**src/hdl/cfa_pkg.sv**
```systemverilog
`default_nettype none
package cfa_pkg;
   localparam int MAX_FRAMES_DEF = 1024;
   localparam int FRAME_W = 20;
   localparam int CNT_W = 11;
   localparam int STAT_W = 3;

   typedef enum logic [1:0] {
      CMD_INIT = 2'd0,
      CMD_ALLOC = 2'd1,
      CMD_RELEASE = 2'd2,
      CMD_MARK = 2'd3
   } cmd_type;

   typedef enum logic [1:0] {
      FS_ALLOC = 2'd0,
      FS_INACC = 2'd1,
      FS_HEAD = 2'd2,
      FS_FREE = 2'd3
   } fstat_type;

   localparam logic [STAT_W-1:0] ST_OK = 3'd0;
   localparam logic [STAT_W-1:0] ST_NO_RUN = 3'd1;
   localparam logic [STAT_W-1:0] ST_NOT_HEAD = 3'd2;
   localparam logic [STAT_W-1:0] ST_OUTSIDE = 3'd3;
   localparam logic [STAT_W-1:0] ST_ZERO = 3'd4;

   localparam logic [1:0] CSR_BASE = 2'd0;
   localparam logic [1:0] CSR_FRAMES = 2'd1;
   localparam logic [1:0] CSR_RESERVED = 2'd2;
endpackage
`default_nettype wire

```
**src/hdl/contiguous_frame_allocator.sv**
```systemverilog
`default_nettype none
// Contiguous frame allocator, one pool of frames, 2-bit status per frame.
// Input channel req_: one word is one command (init, allocate a first-fit
// run, release a run from its head frame, mark a range inaccessible).
// Result channel rsp_: exactly one word per command, with start frame,
// status code, free count after the command and frames handled.
// Configuration: csr_we/csr_addr/csr_wdata write pool_base (0),
// pool_frames (1), reserved_frames (2); write only while idle.
// Operation: commands run one at a time through a sequencer that visits the
// status memory one frame per cycle (one read port, one write port). Init
// sweeps the whole memory, allocate scans for a free run and then writes
// back the run, release and mark walk the run. req_tready is low while a
// command is in work.
// Reset: a clearing pass runs the init command with the reset register
// values (frame 0 allocated, rest free) and sends no result; no command is
// taken meanwhile. Stall: the result waits in the output register; the next
// command is taken only after the result has been taken.
module contiguous_frame_allocator #(
   parameter int MAX_FRAMES = cfa_pkg::MAX_FRAMES_DEF
) (
   input  wire         clock,
   input  wire         reset,
   input  wire         req_tvalid,
   output logic        req_tready,
   // [1:0] cmd, [21:2] frame_no, [32:22] count, [39:33] zero
   input  wire  [39:0] req_tdata,
   output logic        rsp_tvalid,
   input  wire         rsp_tready,
   // [19:0] start_frame, [22:20] status, [33:23] free_frames,
   // [44:34] frames_done, [47:45] zero
   output logic [47:0] rsp_tdata,
   input  wire         csr_we,
   input  wire  [1:0]  csr_addr,
   input  wire  [19:0] csr_wdata
);
   localparam int AW = $clog2(MAX_FRAMES);
   localparam int IW = AW + 1;
   localparam int FW = cfa_pkg::FRAME_W;
   localparam int CW = cfa_pkg::CNT_W;
   localparam int PW = (IW > CW) ? IW : CW;

   typedef enum logic [2:0] {
      S_INIT, S_IDLE, S_SCAN, S_FILL, S_REL, S_MARK, S_RESP
   } state_type;

   logic [1:0] mem [MAX_FRAMES];
   logic [1:0] rd_ff;

   state_type  state_ff;
   logic [FW-1:0] base_ff;
   logic [CW-1:0] pframes_ff, resv_ff;
   logic [IW-1:0] idx_ff;      // frame being read / written
   logic [IW-1:0] first_ff;
   logic [CW-1:0] run_ff;
   logic [IW-1:0] end_ff;
   logic          rvalid_ff;   // rd_ff holds frame idx_ff-1
   logic [CW-1:0] cnt_ff;
   logic [FW-1:0] fno_ff;
   logic [CW-1:0] free_ff;
   logic [CW-1:0] done_ff;
   logic [FW-1:0] start_ff;
   logic [2:0]    status_ff;
   logic          rvld_ff;
   logic          init_rsp_ff; // init came from a command word, so answer it

   logic          we;
   logic [AW-1:0] waddr;
   logic [1:0]    wdata;

   // effective pool size and clipped reserve
   logic [IW-1:0] psize, rclip;
   always_comb begin
      psize = (PW'(pframes_ff) > PW'(MAX_FRAMES)) ? IW'(MAX_FRAMES) : IW'(pframes_ff);
      rclip = (PW'(resv_ff) > PW'(psize)) ? psize : IW'(resv_ff);
   end

   wire [1:0]    in_cmd  = req_tdata[1:0];
   wire [FW-1:0] in_fno  = req_tdata[21:2];
   wire [CW-1:0] in_cnt  = req_tdata[32:22];
   wire [FW:0]   off_w   = {1'b0, in_fno} - {1'b0, base_ff};
   wire          in_pool = !off_w[FW] && (off_w < (FW+1)'(psize));

   assign req_tready = (state_ff == S_IDLE) && !rvld_ff;
   assign rsp_tvalid = rvld_ff;
   assign rsp_tdata  = {3'b0, done_ff, free_ff, status_ff, start_ff};

   always_ff @(posedge clock) begin
      if (we) mem[waddr] <= wdata;
      rd_ff <= mem[idx_ff[AW-1:0]];
   end

   always_comb begin
      we = 1'b0;
      waddr = idx_ff[AW-1:0];
      wdata = cfa_pkg::FS_FREE;
      unique case (state_ff)
         S_INIT: begin
            we = 1'b1;
            wdata = (idx_ff < rclip) ? cfa_pkg::FS_ALLOC : cfa_pkg::FS_FREE;
         end
         S_FILL: begin
            we = 1'b1;
            wdata = (idx_ff == first_ff) ? cfa_pkg::FS_HEAD : cfa_pkg::FS_ALLOC;
         end
         S_REL: begin
            waddr = AW'(idx_ff - IW'(1));
            we = rvalid_ff && ((first_ff == idx_ff - IW'(1))
                  ? (rd_ff == cfa_pkg::FS_HEAD) : (rd_ff == cfa_pkg::FS_ALLOC));
         end
         S_MARK: begin
            waddr = AW'(idx_ff - IW'(1));
            we = rvalid_ff;
            wdata = cfa_pkg::FS_INACC;
         end
         default: ;
      endcase
   end

   always_ff @(posedge clock) begin
      if (reset) begin
         state_ff    <= S_INIT;
         base_ff     <= '0;
         pframes_ff  <= CW'(1024);
         resv_ff     <= CW'(1);
         idx_ff      <= '0;
         rvld_ff     <= 1'b0;
         rvalid_ff   <= 1'b0;
         free_ff     <= '0;
         done_ff     <= '0;
         start_ff    <= '0;
         status_ff   <= '0;
         init_rsp_ff <= 1'b0;
      end else begin
         if (csr_we) begin
            unique case (csr_addr)
               cfa_pkg::CSR_BASE:     base_ff <= csr_wdata;
               cfa_pkg::CSR_FRAMES:   pframes_ff <= csr_wdata[CW-1:0];
               cfa_pkg::CSR_RESERVED: resv_ff <= csr_wdata[CW-1:0];
               default: ;
            endcase
         end
         if (rvld_ff && rsp_tready) rvld_ff <= 1'b0;
         unique case (state_ff)
            S_INIT: begin
               // sweep the whole memory, then set the init result (sent only for an init command)
               idx_ff <= idx_ff + IW'(1);
               if (idx_ff == IW'(MAX_FRAMES - 1)) begin
                  free_ff   <= CW'(psize - rclip);
                  done_ff   <= CW'(rclip);
                  start_ff  <= (rclip != '0) ? base_ff : '0;
                  status_ff <= cfa_pkg::ST_OK;
                  state_ff  <= init_rsp_ff ? S_RESP : S_IDLE;
               end
            end
            S_IDLE: begin
               if (req_tvalid && req_tready) begin
                  cnt_ff <= in_cnt;
                  fno_ff <= in_fno;
                  done_ff <= '0;
                  start_ff <= '0;
                  status_ff <= cfa_pkg::ST_OK;
                  rvalid_ff <= 1'b0;
                  run_ff <= '0;
                  unique case (cfa_pkg::cmd_type'(in_cmd))
                     cfa_pkg::CMD_INIT: begin
                        idx_ff <= '0;
                        init_rsp_ff <= 1'b1;
                        state_ff <= S_INIT;
                     end
                     cfa_pkg::CMD_ALLOC: begin
                        idx_ff <= '0;
                        if (in_cnt == '0) begin
                           status_ff <= cfa_pkg::ST_ZERO;
                           state_ff <= S_RESP;
                        end else state_ff <= S_SCAN;
                     end
                     default: begin
                        idx_ff <= IW'(off_w);
                        first_ff <= IW'(off_w);
                        end_ff <= ({1'b0, off_w} + (FW+2)'(in_cnt) >
                                   (FW+2)'(psize)) ? psize
                                   : IW'(off_w + (FW+1)'(in_cnt));
                        if (in_cmd == cfa_pkg::CMD_MARK && in_cnt == '0) begin
                           status_ff <= cfa_pkg::ST_ZERO;
                           state_ff <= S_RESP;
                        end else if (!in_pool) begin
                           status_ff <= cfa_pkg::ST_OUTSIDE;
                           state_ff <= S_RESP;
                        end else if (in_cmd == cfa_pkg::CMD_RELEASE)
                           state_ff <= S_REL;
                        else state_ff <= S_MARK;
                     end
                  endcase
               end
            end
            S_SCAN: begin
               // rd_ff holds frame idx_ff-1 once rvalid_ff is set
               rvalid_ff <= 1'b1;
               if (rvalid_ff) begin
                  if (rd_ff == cfa_pkg::FS_FREE) begin
                     if (run_ff == '0) first_ff <= idx_ff - IW'(1);
                     run_ff <= run_ff + CW'(1);
                     if (run_ff + CW'(1) == cnt_ff) begin
                        idx_ff <= (run_ff == '0) ? idx_ff - IW'(1) : first_ff;
                        state_ff <= S_FILL;
                     end
                  end else run_ff <= '0;
               end
               if (state_ff == S_SCAN && !(rvalid_ff && rd_ff == cfa_pkg::FS_FREE
                   && run_ff + CW'(1) == cnt_ff)) begin
                  if (idx_ff >= psize) begin
                     status_ff <= cfa_pkg::ST_NO_RUN;
                     state_ff <= S_RESP;
                  end else idx_ff <= idx_ff + IW'(1);
               end
            end
            S_FILL: begin
               idx_ff <= idx_ff + IW'(1);
               if ({1'b0, idx_ff} + (CW+IW)'(1) == (CW+IW)'(first_ff) + (CW+IW)'(cnt_ff))
               begin
                  free_ff  <= (free_ff > cnt_ff) ? free_ff - cnt_ff : '0;
                  done_ff  <= cnt_ff;
                  start_ff <= base_ff + FW'(first_ff);
                  state_ff <= S_RESP;
               end
            end
            S_REL: begin
               rvalid_ff <= 1'b1;
               if (!rvalid_ff) idx_ff <= idx_ff + IW'(1);
               else if (first_ff == idx_ff - IW'(1)) begin
                  if (rd_ff != cfa_pkg::FS_HEAD) begin
                     status_ff <= cfa_pkg::ST_NOT_HEAD;
                     state_ff <= S_RESP;
                  end else begin
                     done_ff <= CW'(1);
                     if (idx_ff >= psize) state_ff <= S_RESP;
                     else idx_ff <= idx_ff + IW'(1);
                  end
               end else if (rd_ff == cfa_pkg::FS_ALLOC) begin
                  done_ff <= done_ff + CW'(1);
                  if (idx_ff >= psize) state_ff <= S_RESP;
                  else idx_ff <= idx_ff + IW'(1);
               end else state_ff <= S_RESP;
               // fix counts and start on leaving
               if (rvalid_ff && state_ff == S_REL) begin
                  if ((first_ff == idx_ff - IW'(1) && rd_ff == cfa_pkg::FS_HEAD
                       && idx_ff >= psize)
                      || (first_ff != idx_ff - IW'(1) && rd_ff == cfa_pkg::FS_ALLOC
                       && idx_ff >= psize)) begin
                     free_ff <= free_ff + done_ff + CW'(1);
                     start_ff <= fno_ff;
                  end else if (first_ff != idx_ff - IW'(1)
                               && rd_ff != cfa_pkg::FS_ALLOC) begin
                     free_ff <= free_ff + done_ff;
                     start_ff <= fno_ff;
                  end
               end
            end
            S_MARK: begin
               rvalid_ff <= 1'b1;
               if (rvalid_ff) begin
                  if (rd_ff == cfa_pkg::FS_FREE && free_ff != '0)
                     free_ff <= free_ff - CW'(1);
                  done_ff <= done_ff + CW'(1);
               end
               if (idx_ff >= end_ff) begin
                  if (rvalid_ff || idx_ff == first_ff) begin
                     start_ff <= fno_ff;
                     state_ff <= S_RESP;
                  end
               end else idx_ff <= idx_ff + IW'(1);
               if (idx_ff >= end_ff && !rvalid_ff && idx_ff != first_ff)
                  state_ff <= S_RESP;
            end
            S_RESP: begin
               rvld_ff <= 1'b1;
               state_ff <= S_IDLE;
            end
            default: state_ff <= S_IDLE;
         endcase
      end
   end

`ifndef NO_ASSERTIONS
   a_busy: assert property (@(posedge clock) disable iff (reset)
      (state_ff != S_IDLE) |-> !req_tready) else $error("ready while busy");
   a_resp: assert property (@(posedge clock) disable iff (reset)
      (state_ff == S_RESP) |=> rsp_tvalid) else $error("result lost");
   a_free: assert property (@(posedge clock) disable iff (reset)
      rsp_tvalid |-> (int'(free_ff) <= MAX_FRAMES)) else $error("free count");
`endif
endmodule
`default_nettype wire
```
**config.mk**
```make
export PLATFORM = sky130hd
export DESIGN_NAME = contiguous_frame_allocator
export DESIGN_NICKNAME = d
export VERILOG_FILES = /design/src/hdl/cfa_pkg.sv /design/src/hdl/contiguous_frame_allocator.sv
export SDC_FILE = /design/constraint.sdc
export NUM_CORES = 2
export LEC_CHECK = 0
export BUFFER_PORTS_ARGS = -buffer_cell sky130_fd_sc_hd__buf_2
export CORE_UTILIZATION = 50
export CTS_CLUSTER_DIAMETER = 30
export DETAILED_ROUTE_END_ITERATION = 10
export PLACE_DENSITY = 0.63
export SLEW_MARGIN = 20
export SYNTH_ARGS = -nofsm -noshare
export SYNTH_HDL_FRONTEND = slang
export SYNTH_SLANG_ARGS = --single-unit
```
**constraint.sdc**
```tcl
create_clock -name clock -period 114 [get_ports clock]
set_input_delay 5.7 -clock clock [delete_from_list [all_inputs] [get_ports clock]]
set_output_delay 5.7 -clock clock [all_outputs]
set_load 0.005 [all_outputs]
```
==> summary.md <==
| Metric | Value |
|---|---|
| Outcome | complete, no violations |
| Power share of the clock group | ~34% |
| Crit start category | primary input |
| Crit path max fanout | 11 |
| Int Power | around 2.5 mW |
| GRT Total Usage | 25.7% |
| Max clock buf depth | 4 |
| Die Area | between 150,000 and 200,000 um2 |
| Area leader, netlist | edfxtp_1 |
| Multi-input logic area | 30,900 um2 |
| DRC | 0 |
| Most common cell after layout, fill and taps aside | edfxtp_1 |
| Global placer's final weighted congestion | 0.897 |
| Pre-antenna DRT Iters | 6 |
| Dpl cells | about 8,500 |
| Die H | around 450 um |
| Pre-CTS setup slack | 103.10 ns |
| Die extent in x | about 450 um |
| Top cells by area, synth | edfxtp_1 64%, mux4_2 16%, nor2_1 4.7%, dfxtp_1 2.2%, ha_1 2.0% |
| Final Max Tran Viols | 0 |
| Hold Path Class | register to register |
| Post-Syn Area | between 90,000 and 100,000 um2 |
| Ys flop type | edfxtp_1 |
| Fraction of layout cells with a size suffix above 1 | roughly a quarter |
| # setup viols final | 0 |
| Busiest grt layer | met2 |
| CTS Hold Bufs | 0 |
| Final Util | 59.7% |
| Largest net degree at the start of global routing | between 200 and 250 |
| Avg WL per Cell | approximately 27 um |
| Vias in the first global route | 57,800 |
| Seq/Total Area, Yosys | about two thirds |
| Fill cell total of the finished layout | 14,400 |
| Power density over the cells | 32.1 nW/um2 |
| Sequential share of power | approximately 36% |
| Number of synthesized flops with an enable pin | ~2,100 |
| # H-tree levels | 5 |
| CTS clk-pin slew, worst paths | about 0.040 ns |
| Synth cell types | 98 |
| Post-synth top area share | around 64% |
| Met3 Track Usage GR | 4.13% |
| Sw frac | approximately a third |
| Switching power | ~1.2 mW |
| Initial antenna violation count | 5 |
| # clock sinks | around 2,200 |
| Crit Path Class | primary input to register |
| Worst Path Required | between 100 and 150 ns |
| Worst hold slack | 0.464 ns |
| Finished Layout Cells | 9,334 |
| RSZ-0062 raised after global routing | no |
| Initial drt markers | between 6,000 and 7,000 |
| Crit path DAT | approximately 11 ns |
| Initial Util | 50.4% |
| Post-synth ARST share | 0% |
| Syn_area_per_cell | ~16 um2 |
| Commonest non-fill, non-tap cells in the layout | 2,112 x edfxtp_1, 1,222 x nor2_1, 678 x mux4_2, 449 x clkbuf_16, 233 x nand2_1 |
| Leak pwr | around 37 nW |
| DP HPWL | ~140 mm |
| Reg area | 65,600 um2 |
| Final Hold Viols | 0 |
| Slew margin rel. | 21.2% |
| GRT met1 Usage | 36.8% |
| Post-CTS Setup Bufs | 0 |
| Cell area after placement | 102,000 um2 |
| Clock Latency Late Sink | 0.98 ns |
| Clock buffer count from CTS | 442 |
| Routed WL | roughly 250 mm |
| Min cycle time layout | 10.05 ns |
| Fmax | approximately 0.1 GHz |
| Design area | approximately 120,000 um2 |
| Clock Skew | ~0.08 ns |
| Clock root buffer | clkbuf_16 |
| Combinational share of power | between 20% and 30% |
| CP Capture Type | register |
| Max Cap Viol | 0 |
| Yosys reg bits | about 2,200 |
| First-pass GRT wire length | between 300 and 400 mm |
| Period utilization | roughly 8.8% |
| Fin Setup TNS | 0 ns |
| Core footprint | ~200,000 um2 |
| Yosys warns | 0 |
| Core Rows | approximately 160 |
| Overall power | between 3 and 4 mW |
| Number of nets in the layout | roughly 6,600 |
| Syn Inst Count | ~6,000 |
| Final setup margin | slightly above 100 ns |
| Avg Vias per Cell | between 6 and 7 |
| CTS tree | yes |
| I/O pin total | around 120 |
| Peak VDD IR | approximately 0.065 mV |
| Area delta synth->final | 18.3% |
| Via count | between 50,000 and 60,000 |
| Worst-Margin Slew | 1.18 ns |
| Post_cts resized | 0 |
| IO buf count | between 100 and 150 |
| Fraction of met2 tracks used by global routing | between 40% and 50% |
| Antenna-violating nets left | 0 |
| Remaining Overflow, GRT | 0 |
==> registers in the layout, indices dropped and copies added, names as in the netlist, 11 cells and up <==
signal / cells
base_ff: 20
cnt_ff: 11
done_ff: 11
end_ff: 11
first_ff: 11
fno_ff: 20
free_ff: 11
idx_ff: 11
mem: 2048
pframes_ff: 11
resv_ff: 11
run_ff: 11
start_ff: 20
==> worst paths after layout <==
| kind | startpoint | end | slack [ns] | cells after the start |
|---|---|---|---|---|
| setup / recovery | req_tdata[2] | end_ff[7] | 103.95 | 22 |
| hold / removal | pframes_ff[5] | pframes_ff[5] | 0.46 | 2 |
| setup reg to reg | pframes_ff[10] | mem[959][0] | 105.17 | 27 |
| hold reg to reg | pframes_ff[5] | pframes_ff[5] | 0.46 | 2 |
==> synthesized netlist by cell type, types with 70 or more instances <==
cell type / n
dfxtp_1: 106
o21ai_0: 82
inv_1: 103
xnor2_1: 117
edfxtp_1: 2112
a21oi_1: 170
buf_2: 70
nor2_1: 1225
clkbuf_1: 222
mux4_2: 678
nand2_1: 245
ha_1: 156
==> cell families (layout without fill, tap and decap cells) <==
| family | Yosys count | count (layout) | share of synthesized area, % |
|---|---|---|---|
| AO/OA/AOI/OAI | 553 | 553 | 3.72 |
| XOR/XNOR | 165 | 165 | 1.56 |
| adder cells (fa/ha/maj) | 163 | 163 | 2.12 |
| buffers and inverters | 525 | 1116 | 2.37 |
| flip-flops | 2218 | 2218 | 66.6 |
| multiplexers | 715 | 715 | 15.9 |
| other | 1 | 6 | 0.00381 |
| AND/OR/NAND/NOR | 1774 | 1774 | 7.72 |
==> worst max-delay path, cell delays in order <==
cell and delay [ns]:
buf_2 0.11, inv_1 0.05, ha_1 0.22, fa_1 0.41
nor2b_1 0.18, o31a_2 0.20, o21ai_0 0.09, nand2b_1 0.13
xor2_1 0.60, ha_1 0.43, o21a_1 0.21, o31ai_1 0.10
nand2_1 0.10, a21oi_1 0.20, xnor2_1 0.23, ha_1 0.31
a21oi_1 0.12, o21ai_0 0.09, a21oi_1 0.15, o2111ai_1 0.15
or4_4 0.57, mux2_4 0.34
==> routing by layer <==
layer	up-vias	share of wire, %
li1	24500	-
met1	29400	41
met2	2422	48
met3	496	7.9
met4	0	3.0
met5	-	0
==> layout make-up <==
type / count / share of cell area, %
Clock buffer: 497 / 9.84
Multi-Input combinational cell: 3373 / 26.5
Tap cell: 2624 / 2.82
Timing Repair Buffer: 209 / 1.21
Inverter: 104 / 0.335
Sequential cell: 2218 / 56.3
Antenna cell: 3 / 0.00644
Clock inverter: 306 / 2.98
==> power groups by stage <==
stage	Sequential (mW)	Combinational (mW)	Clock, mW
finish	1.36	1.09	1.29
global route	1.36	1.17	1.34
CTS	1.36	1.11	1.30
detailed placement	1.37	1.10	0
global placement	1.37	1.09	0
floorplan	2.10	0.683	0
Power figures use the tool's default switching activity.
